$ cat src/rtl/modular_exponentiation_top_macros.svh
// Assertion macros shared by the modular exponentiation RTL.
// Both assume a clock named clk_i and an active-low reset named rst_ni.
`ifndef MODULAR_EXPONENTIATION_TOP_MACROS_SVH
`define MODULAR_EXPONENTIATION_TOP_MACROS_SVH

`ifndef ASSERT_OFF
// Checked only outside reset.
`define MEXP_ASSERT(lbl, prop, msg) \
  lbl: assert property (@(posedge clk_i) disable iff (!rst_ni) prop) else $error(msg);
// Checked at every edge, reset included.
`define MEXP_ASSERT_ALWAYS(lbl, prop, msg) \
  lbl: assert property (@(posedge clk_i) prop) else $error(msg);
`else
`define MEXP_ASSERT(lbl, prop, msg)
`define MEXP_ASSERT_ALWAYS(lbl, prop, msg)
`endif

`endif

$ cat src/rtl/mexp_pkg.sv
`default_nettype none

package mexp_pkg;

  // Width of every field on the ports.
  localparam int unsigned DATA_W = 32;

  // Default operand width; the low WORD_BITS bits of each field are used.
  localparam int unsigned WORD_BITS_DEF = 32;

  typedef enum logic [3:0] {
    S_IDLE,
    S_RED_GO,
    S_RED_WAIT,
    S_SQR_GO,
    S_SQR_WAIT,
    S_MUL_GO,
    S_MUL_WAIT,
    S_FINISH
  } mexp_state_e;

  // Control from the sequencer to the modular multiplier.
  typedef struct packed {
    logic start;
  } mm_ctrl_t;

  // Status from the modular multiplier back to the sequencer.
  typedef struct packed {
    logic busy;
    logic done;
  } mm_stat_t;

endpackage

`default_nettype wire

$ cat src/rtl/modular_exponentiation_top.sv
// One item is in flight at a time: the input is taken only while the sequencer is idle.
// A zero modulus or a zero exponent goes straight from the input transfer to the finish state.
// Each modular multiply runs a launch, WORD_BITS steps and a done strobe.
// A full, stalled output register holds the sequencer in its finish state, which delays
// the next input transfer.
// Reset clears the sequencer and the output valid flag; data registers are not reset.
`default_nettype none
`include "modular_exponentiation_top_macros.svh"

module modular_exponentiation_top #(
  parameter int unsigned WORD_BITS = mexp_pkg::WORD_BITS_DEF
) (
  input  wire logic                        clk_i,
  input  wire logic                        rst_ni,
  input  wire logic                        in_valid_i,
  output logic                             in_stall_o,
  input  wire logic [mexp_pkg::DATA_W-1:0] exponent_i,
  input  wire logic [mexp_pkg::DATA_W-1:0] message_i,
  input  wire logic [mexp_pkg::DATA_W-1:0] modulus_i,
  output logic                             out_valid_o,
  input  wire logic                        out_stall_i,
  output logic [mexp_pkg::DATA_W-1:0]      result_o,
  output logic                             error_o
);
  import mexp_pkg::*;

  localparam int unsigned BitW = $clog2(WORD_BITS);

  mexp_state_e state_q, state_d;

  logic [WORD_BITS-1:0] exp_q, exp_d;
  logic [WORD_BITS-1:0] base_q, base_d;
  logic [WORD_BITS-1:0] mod_q, mod_d;
  logic [WORD_BITS-1:0] acc_q, acc_d;
  logic [BitW-1:0]      bit_q, bit_d;
  logic                 err_q, err_d;

  logic                 out_valid_q, out_valid_d;
  logic [DATA_W-1:0]    out_result_q;
  logic                 out_error_q;

  logic [WORD_BITS-1:0] in_exp, in_msg, in_mod;
  logic                 in_xfer, out_xfer, out_free;

  mm_ctrl_t             mm_ctrl;
  mm_stat_t             mm_stat;
  logic [WORD_BITS-1:0] mm_a, mm_b, mm_res;
  logic                 load_out;

  assign in_exp   = exponent_i[WORD_BITS-1:0];
  assign in_msg   = message_i[WORD_BITS-1:0];
  assign in_mod   = modulus_i[WORD_BITS-1:0];
  assign in_xfer  = in_valid_i && !in_stall_o;
  assign out_xfer = out_valid_q && !out_stall_i;
  assign out_free = !out_valid_q || !out_stall_i;

  // Next state.
  always_comb begin
    state_d = state_q;
    unique case (state_q)
      S_IDLE: begin
        if (in_xfer) begin
          state_d = (in_mod == '0 || in_exp == '0) ? S_FINISH : S_RED_GO;
        end
      end
      S_RED_GO:   state_d = S_RED_WAIT;
      S_RED_WAIT: begin
        if (mm_stat.done) begin
          state_d = S_SQR_GO;
        end
      end
      S_SQR_GO:   state_d = S_SQR_WAIT;
      S_SQR_WAIT: begin
        if (mm_stat.done) begin
          if (exp_q[bit_q]) begin
            state_d = S_MUL_GO;
          end else begin
            state_d = (bit_q == '0) ? S_FINISH : S_SQR_GO;
          end
        end
      end
      S_MUL_GO:   state_d = S_MUL_WAIT;
      S_MUL_WAIT: begin
        if (mm_stat.done) begin
          state_d = (bit_q == '0) ? S_FINISH : S_SQR_GO;
        end
      end
      S_FINISH: begin
        if (out_free) begin
          state_d = S_IDLE;
        end
      end
      default:    state_d = S_IDLE;
    endcase
  end

  // Outputs of the sequencer: input stall, multiplier launch, operand choice, output load.
  always_comb begin
    mm_ctrl.start = 1'b0;
    mm_a          = acc_q;
    mm_b          = base_q;
    load_out      = 1'b0;
    in_stall_o    = 1'b1;
    unique case (state_q)
      S_IDLE: in_stall_o = 1'b0;
      S_RED_GO: begin
        // base mod m, computed as 1 * base.
        mm_ctrl.start = 1'b1;
        mm_a          = {{(WORD_BITS-1){1'b0}}, 1'b1};
        mm_b          = base_q;
      end
      S_SQR_GO: begin
        mm_ctrl.start = 1'b1;
        mm_a          = acc_q;
        mm_b          = acc_q;
      end
      S_MUL_GO: begin
        mm_ctrl.start = 1'b1;
        mm_a          = acc_q;
        mm_b          = base_q;
      end
      S_FINISH: load_out = out_free;
      default: begin
      end
    endcase
  end

  // Operand and accumulator registers.
  always_comb begin
    exp_d  = exp_q;
    base_d = base_q;
    mod_d  = mod_q;
    acc_d  = acc_q;
    bit_d  = bit_q;
    err_d  = err_q;
    if (in_xfer) begin
      exp_d  = in_exp;
      base_d = in_msg;
      mod_d  = in_mod;
      err_d  = (in_mod == '0);
      // A zero modulus gives 0, a zero exponent gives 1 unreduced.
      acc_d  = (in_mod == '0) ? '0 : {{(WORD_BITS-1){1'b0}}, 1'b1};
    end
    if (mm_stat.done) begin
      if (state_q == S_RED_WAIT) begin
        base_d = mm_res;
        // The running product starts at 1 mod m, which is 0 when m is 1.
        acc_d  = (mod_q == {{(WORD_BITS-1){1'b0}}, 1'b1}) ? '0
                                                           : {{(WORD_BITS-1){1'b0}}, 1'b1};
        bit_d  = BitW'(WORD_BITS - 1);
      end else begin
        acc_d = mm_res;
        if ((state_q == S_SQR_WAIT && !exp_q[bit_q]) || state_q == S_MUL_WAIT) begin
          if (bit_q != '0) begin
            bit_d = bit_q - 1'b1;
          end
        end
      end
    end
  end

  always_comb begin
    out_valid_d = out_valid_q;
    if (out_xfer) begin
      out_valid_d = 1'b0;
    end
    if (load_out) begin
      out_valid_d = 1'b1;
    end
  end

  always_ff @(posedge clk_i or negedge rst_ni) begin
    if (!rst_ni) begin
      state_q     <= S_IDLE;
      out_valid_q <= 1'b0;
      bit_q       <= '0;
    end else begin
      state_q     <= state_d;
      out_valid_q <= out_valid_d;
      bit_q       <= bit_d;
    end
  end

  always_ff @(posedge clk_i) begin
    exp_q  <= exp_d;
    base_q <= base_d;
    mod_q  <= mod_d;
    acc_q  <= acc_d;
    err_q  <= err_d;
    if (load_out) begin
      out_result_q <= DATA_W'(acc_q);
      out_error_q  <= err_q;
    end
  end

  mexp_modmul #(
    .WORD_BITS (WORD_BITS)
  ) u_modmul (
    .clk_i  (clk_i),
    .rst_ni (rst_ni),
    .ctrl_i (mm_ctrl),
    .a_i    (mm_a),
    .b_i    (mm_b),
    .m_i    (mod_q),
    .stat_o (mm_stat),
    .res_o  (mm_res)
  );

  assign out_valid_o = out_valid_q;
  assign result_o    = out_result_q;
  assign error_o     = out_error_q;

  `MEXP_ASSERT(a_done_when_waiting, mm_stat.done |-> (state_q == S_RED_WAIT || state_q == S_SQR_WAIT || state_q == S_MUL_WAIT), "multiplier finished outside a wait state")
  `MEXP_ASSERT(a_acc_reduced, (state_q == S_SQR_GO || state_q == S_MUL_GO) |-> acc_q < mod_q && base_q < mod_q, "multiplier operand not reduced")
  `MEXP_ASSERT(a_launch_when_idle, mm_ctrl.start |-> !mm_stat.busy, "multiplier launched while busy")
  `MEXP_ASSERT(a_out_drains, out_xfer && state_q != S_FINISH |=> !out_valid_q, "result register did not empty after transfer")
  `MEXP_ASSERT_ALWAYS(a_error_zero, out_valid_q && out_error_q |-> out_result_q == '0, "error result not zero")

endmodule

`default_nettype wire

$ cat src/rtl/mexp_modmul.sv
`default_nettype none
`include "modular_exponentiation_top_macros.svh"

// Interleaved shift-and-add modular multiplier: one bit of b per cycle,
// most significant first. Needs a < m and m nonzero; b may be any value.
module mexp_modmul #(
  parameter int unsigned WORD_BITS = mexp_pkg::WORD_BITS_DEF
) (
  input  wire logic                 clk_i,
  input  wire logic                 rst_ni,
  input  wire mexp_pkg::mm_ctrl_t   ctrl_i,
  input  wire logic [WORD_BITS-1:0] a_i,
  input  wire logic [WORD_BITS-1:0] b_i,
  input  wire logic [WORD_BITS-1:0] m_i,
  output mexp_pkg::mm_stat_t        stat_o,
  output logic [WORD_BITS-1:0]      res_o
);
  import mexp_pkg::*;

  localparam int unsigned CntW = $clog2(WORD_BITS);
  localparam int unsigned ExtW = WORD_BITS + 3;

  logic [WORD_BITS-1:0] a_q, b_q, m_q, r_q;
  logic [WORD_BITS-1:0] b_d, r_d;
  logic [CntW-1:0]      cnt_q, cnt_d;
  logic                 busy_q, busy_d;
  logic                 done_q, done_d;

  logic [ExtW-1:0] sum_ext;
  logic [ExtW-1:0] diff1;
  logic [ExtW-1:0] diff2;
  logic [ExtW-1:0] m_ext;

  // 2r + a stays below 3m, so at most 2m has to come off.
  always_comb begin
    m_ext   = {3'b000, m_q};
    sum_ext = {2'b00, r_q, 1'b0} + (b_q[WORD_BITS-1] ? {3'b000, a_q} : '0);
    diff1   = sum_ext - m_ext;
    diff2   = sum_ext - {m_ext[ExtW-2:0], 1'b0};
  end

  always_comb begin
    b_d    = b_q;
    r_d    = r_q;
    cnt_d  = cnt_q;
    busy_d = busy_q;
    done_d = 1'b0;
    if (ctrl_i.start) begin
      b_d    = b_i;
      r_d    = '0;
      cnt_d  = CntW'(WORD_BITS - 1);
      busy_d = 1'b1;
    end else if (busy_q) begin
      b_d = {b_q[WORD_BITS-2:0], 1'b0};
      if (!diff2[ExtW-1]) begin
        r_d = diff2[WORD_BITS-1:0];
      end else if (!diff1[ExtW-1]) begin
        r_d = diff1[WORD_BITS-1:0];
      end else begin
        r_d = sum_ext[WORD_BITS-1:0];
      end
      if (cnt_q == '0) begin
        busy_d = 1'b0;
        done_d = 1'b1;
      end else begin
        cnt_d = cnt_q - 1'b1;
      end
    end
  end

  always_ff @(posedge clk_i or negedge rst_ni) begin
    if (!rst_ni) begin
      busy_q <= 1'b0;
      done_q <= 1'b0;
      cnt_q  <= '0;
    end else begin
      busy_q <= busy_d;
      done_q <= done_d;
      cnt_q  <= cnt_d;
    end
  end

  always_ff @(posedge clk_i) begin
    if (ctrl_i.start) begin
      a_q <= a_i;
      m_q <= m_i;
    end
    b_q <= b_d;
    r_q <= r_d;
  end

  assign stat_o.busy = busy_q;
  assign stat_o.done = done_q;
  assign res_o       = r_q;

  `MEXP_ASSERT(a_start_loads, ctrl_i.start |=> busy_q && cnt_q == CntW'(WORD_BITS - 1), "multiplier did not start")
  `MEXP_ASSERT(a_last_step_done, busy_q && !ctrl_i.start && cnt_q == '0 |=> done_q && !busy_q, "multiplier did not finish after its last step")
  `MEXP_ASSERT(a_rem_below_mod, busy_q |-> r_q < m_q, "partial remainder not reduced")

endmodule

`default_nettype wire

$ cat config.mk
export PLATFORM = sky130hd
export DESIGN_NAME = modular_exponentiation_top
export DESIGN_NICKNAME = d
export VERILOG_FILES = /design/src/rtl/mexp_pkg.sv /design/src/rtl/modular_exponentiation_top.sv /design/src/rtl/mexp_modmul.sv
export VERILOG_INCLUDE_DIRS = /design/src /design/src/rtl
export SDC_FILE = /design/constraint.sdc
export NUM_CORES = 1
export LEC_CHECK = 0
export ABC_AREA = 1
export BUFFER_PORTS_ARGS = -buffer_cell sky130_fd_sc_hd__buf_2
export CELL_PAD_IN_SITES_DETAIL_PLACEMENT = 0
export CELL_PAD_IN_SITES_GLOBAL_PLACEMENT = 1
export CORE_MARGIN = 2
export CORE_UTILIZATION = 47
export CTS_BUF_LIST = sky130_fd_sc_hd__clkbuf_4 sky130_fd_sc_hd__clkbuf_8
export CTS_CLUSTER_SIZE = 40
export DETAILED_ROUTE_END_ITERATION = 10
export PLACE_DENSITY_LB_ADDON = 0.2
export SLEW_MARGIN = 25
export SYNTH_ARGS = -nofsm -noshare
export SYNTH_HDL_FRONTEND = slang
export SYNTH_HIERARCHICAL = 1
export SYNTH_SLANG_ARGS = --single-unit
$ cat constraint.sdc
create_clock -name clk_i -period 6.7 [get_ports clk_i]
set_clock_uncertainty 0.1 [all_clocks]
set_input_delay 0.335 -clock clk_i [delete_from_list [all_inputs] [get_ports clk_i]]
set_output_delay 0.335 -clock clk_i [all_outputs]
set_load 0.005 [all_outputs]
Word level (Yosys, flattened, before mapping)
Cells that the tools add are included.

word-level totals
  register bits after elaboration = 307
  word-level logic and storage cells = 103
  input bits = 100
  output and inout bits = 35

cells by class
  $add $sub $neg = 5
  eq/ne operators = 14
  mux-type cells = 42
  $lt $le $gt $ge = 1
  reduce and logical (&&, ||, !) cells = 24

operators by type and width
  cell                                                                      number
  32-bit 2-to-1 mux                                                         12
  32-bit logical NOT                                                        2
  33-bit by 35-bit adder with 35-bit output                                 1
  35-bit by 32-bit subtractor with 35-bit output                            1
  35-bit by 33-bit subtractor with 35-bit output                            1
  32-bit by 1-bit equality test with 1-bit output (second input constant)   1
  4-bit one-hot mux with 8 select lines                                     1
  5-bit 2-to-1 mux                                                          6
  4-bit 2-to-1 mux                                                          5
  4-bit by 3-bit equality test with 1-bit output (second input constant)    4
  1-bit 2-to-1 mux                                                          14
  5-bit logical NOT                                                         2
  2-bit nonzero test                                                        5
  5-bit by 1-bit subtractor with 5-bit output (second input constant)       2
  3-bit 2-to-1 mux                                                          3
  4-bit by 2-bit equality test with 1-bit output (second input constant)    2
  5-bit by 6-bit < comparator with 1-bit output (second input constant)     1
  2-bit by 1-bit inequality test with 1-bit output (second input constant)  3
  2-bit inequality test (second input constant)                             3
  1-bit binary-select mux with 5-bit select                                 1
  5-bit AND reduction                                                       1
  5-bit nonzero test                                                        1
  4-bit by 1-bit equality test with 1-bit output (second input constant)    1
  4-bit logical NOT                                                         1
  other kinds (6)                                                           12

Longest topological paths before layout
  depth in word-level cells = 7
  gate-level depth with buffers = 36

Hierarchy
Netlist, hierarchy kept.

by module, submodules not included
  module                      seq. area each (um^2)  area each (um^2)  cells each  instances
  mexp_modmul                 3698.5                 11652.4           1709        1
  modular_exponentiation_top  4769.6                 7405.9            724         1

Least setup slack after synthesis
OpenSTA, ideal clock, no wires.

  kind = register to register
  start point = register state_q[0]
  end point = register u_modmul.cnt_q[4]
  setup slack = 0.956 ns
  arrival time = 5.521 ns
  cell stages (with the launch flop) = 11
  buffers on the path = 1
  path through = dfrtp_1 inv_1 a21oi_1 clkbuf_1 nor2_1 inv_1 nand2_1 nor3_1 inv_1 o21ai_0 nand2_1

between the ends
  longest elaborated chain between the ends = 5

ends and longest elaborated chain
  what                                                                          line                               source
  start: declaration                                                            modular_exponentiation_top.sv:29   mexp_state_e state_q, state_d;
  start signal: assignment                                                      modular_exponentiation_top.sv:178  state_q <= state_d;
  4-bit by 2-bit equality test with 1-bit output, or another cell as far along  modular_exponentiation_top.sv:104  unique case (state_q)
  3-bit OR reduction (no line) *                                                -
  1-bit 2-to-1 mux *                                                            modular_exponentiation_top.sv:104
  named net mm_ctrl                                                             modular_exponentiation_top.sv:45   mm_ctrl_t mm_ctrl;
  2-bit inequality test (no line) / 2-bit nonzero test (equally long branches)  -
  2-bit AND reduction (no line)                                                 -
  end signal: assignment                                                        mexp_modmul.sv:79                  cnt_q <= cnt_d;
  end: declaration                                                              mexp_modmul.sv:25                  logic [CntW-1:0] cnt_q, cnt_d;

Mark *: on every way through the listed nets, which the timed path passes. The rest lies on a longest branch.
A chain may end at the register's enable or synchronous reset.

Worst setup path after layout
  start point = register u_modmul.b_q[31]
  end point = register u_modmul.r_q[19], in the netlist u_modmul/res_o[19]

between the ends
  longest elaborated chain between the ends = 5

ends and longest elaborated chain
  what                                            line               source
  start: declaration                              mexp_modmul.sv:23  logic [WORD_BITS-1:0] a_q, b_q, m_q, r_q;
  start signal: assignment                        mexp_modmul.sv:88  b_q <= b_d;
  32-bit 2-to-1 mux *                             mexp_modmul.sv:37  sum_ext = {2'b00, r_q, 1'b0} + (b_q[WORD_BITS-1] ? {3'b000, a_q} : '0);
  33-bit by 35-bit adder with 35-bit output *     mexp_modmul.sv:37
  35-bit by 32-bit subtractor with 35-bit output  mexp_modmul.sv:38  diff1 = sum_ext - m_ext;
  32-bit 2-to-1 mux                               mexp_modmul.sv:57  end else if (!diff1[ExtW-1]) begin
  32-bit 2-to-1 mux *                             mexp_modmul.sv:55  if (!diff2[ExtW-1]) begin
  end signal: assignment                          mexp_modmul.sv:89  r_q <= r_d;
  end: declaration                                mexp_modmul.sv:23

Mark *: on every way between the ends. The rest lies on a longest branch, timed or not.

==> impl_metrics.yaml <==
sta:
  period_share: 0.835
  finalSetupViolCount: 0
  clock.fmax_ghz: 0.179
  finalMaxSlewViolations: 0
  timing.setup.tns_ps: 0
  rsz0062_at_grt: "false"
  fin_crit_ps: 5590
  final_hold_viol_count: 0
  tightest_slew_ps: 926
  slew_headroom: 0.379
worst_setup_path:
  worstPathArrival_ps: 6020
  path_class: "reg -> reg"
  required_ps: 7120
  end_kind: "flop"
  crit_top_cell: "nand2_1"
  crit_path_max_incr_delay_ps: 540
  critPathLaunchType: "flop"
  cp_slowest_cell: "inv_1"
  cp_max_fo: 32
grt:
  grt_max_degree: 70
  grt_use_total: 0.283
  antenna_found_initial: 0
  grt-busiest-layer: "met2"
  grtUsageMet2: 0.469
  use_met1: 0.386
  use_met3: 0.0360
  grt_first_pass_wirelength_um: 91200
  first_global_vias: 16537
  overflow: 0
finish:
  nNetsFinal: 2879
  n_fill_cell: 3783
  antennaDiodeCount: 0
  syn_to_final_growth_pct: 17.2
  drive_gt1_frac: 0.118
floorplanning:
  core-area_um2: 39900
  die_h_um: 205
  dieArea_um2: 42200
  die_w_um: 205
  num_rows: 73
  start_util: 0.477
  io_pins: 135
placement:
  io_buffers: 134
  place.gp.congestion: 0.928
  dp_hpwl_um: 44900
cts:
  cts_resized: 0
  clk_path_buf_depth: 3
  path_clk_slew_ps: 70
  clk_latency_ps: 650
  cts_tree: "done"
  cts_hold_buf: 99
  cts_root_buf: "clkbuf_8"
  cts_buffers: 53
  cts_setup_buffers: 0
  cts_max_level: 2
  clkSinkCount: 306
worst_hold_path:
  hold_class: "in -> async"
yosys:
  yosysWarnings: 6
  syn_avg_cell_area_um2: 7.83
  syn_area_um2: 19100
  syn_nets: 2634
  syn_inst: 2432
detailed_routing:
  wl_per_cell_um: 18.2
  drtIter0Drc: 1475
  wl_um: 59200
  via_count: 16950
  routed_via_density: 5.22
  route.detailed.drc: 0
  antenna_left: 0
  firstDrtPassIters: 5
outcome:
  outcome: "complete, no violations"
run:
  cap_violations: 0
[area by class of cell]
type                            count  area [um2]  share of cell area
Clock buffer                       79         968              0.0434
Clock inverter                     21         144             0.00645
Inverter                          353        1330              0.0596
Multi-Input combinational cell   1714        8960               0.401
Sequential cell                   306        8470               0.379
Tap cell                          525         657              0.0294
Timing Repair Buffer              249        1800              0.0807
[worst paths after layout]
| path | from | endpoint | slack [ps] | cells past startpoint |
|---|---|---|---|---|
| worst max register to register | u_modmul/b_q[31] | u_modmul/res_o[19] | 1110 | 29 |
| worst min-delay path | rst_ni | u_modmul/cnt_q[1] | 40 | 2 |
| worst min register to register | err_q | error_o | 340 | 0 |
| max in group asynchronous | rst_ni | u_modmul/busy_q | 6130 | 2 |
| worst max-delay path | u_modmul/b_q[31] | u_modmul/res_o[19] | 1110 | 29 |
| min in group clk_i | exponent_i[21] | exp_q[21] | 330 | 2 |
[placed cells by master (no fill, tap or decap), types with 83 or more instances in the layout]
master and count:
a21oi_1 146, buf_2 134, dlygate4sd3_1 99, edfxtp_1 226, ha_1 99, inv_1 347
nand2_1 712, nand3_1 116, nor2_1 264, o21ai_0 83
[stage by stage]
step,hold WS (ps),instances,area (um2),setup WS (ps),utilization
final,41.3,3247,22300,1110,0.559
after detailed placement,185,3047,20200,1210,0.506
after global placement,176,3047,20200,1270,0.506
after CTS,5.56,3246,22300,1190,0.559
after global routing,48.9,3247,22300,543,0.559
after floorplan,-60.6,2432,19100,956,-
[flip-flops by register name, summed over array words and instances (netlist names)]
register	count
u_modmul/m_q	32
u_modmul/done_q	1
mod_q	32
bit_q	5
acc_q	32
result_o	32
u_modmul/b_q	32
u_modmul/busy_q	1
base_q	32
exp_q	32
out_valid_o	1
err_q	1
error_o	1
u_modmul/cnt_q	5
state_q	3
u_modmul/res_o	32
u_modmul/a_q	32
[per-layer routing]
layer | up-vias | share of wire
met4 | 0 | 0.029
met1 | 8001 | 0.45
met5 | - | 0
met2 | 457 | 0.47
met3 | 88 | 0.051
li1 | 8404 | -
[critical path, delay by kind of cell, from the launching register on]
family / cells / cell delay [ps]
buffers and inverters: 5 / 1130
and+or+nand+nor: 17 / 2310
AOI/OAI and AO/OA: 3 / 440
DFF: 1 / 320
adders and majority gates: 3 / 900
xor gates and xnor gates: 1 / 240
Power is not shown: default switching activity piles up to over one toggle a cycle in this logic, so the estimate is an artifact.
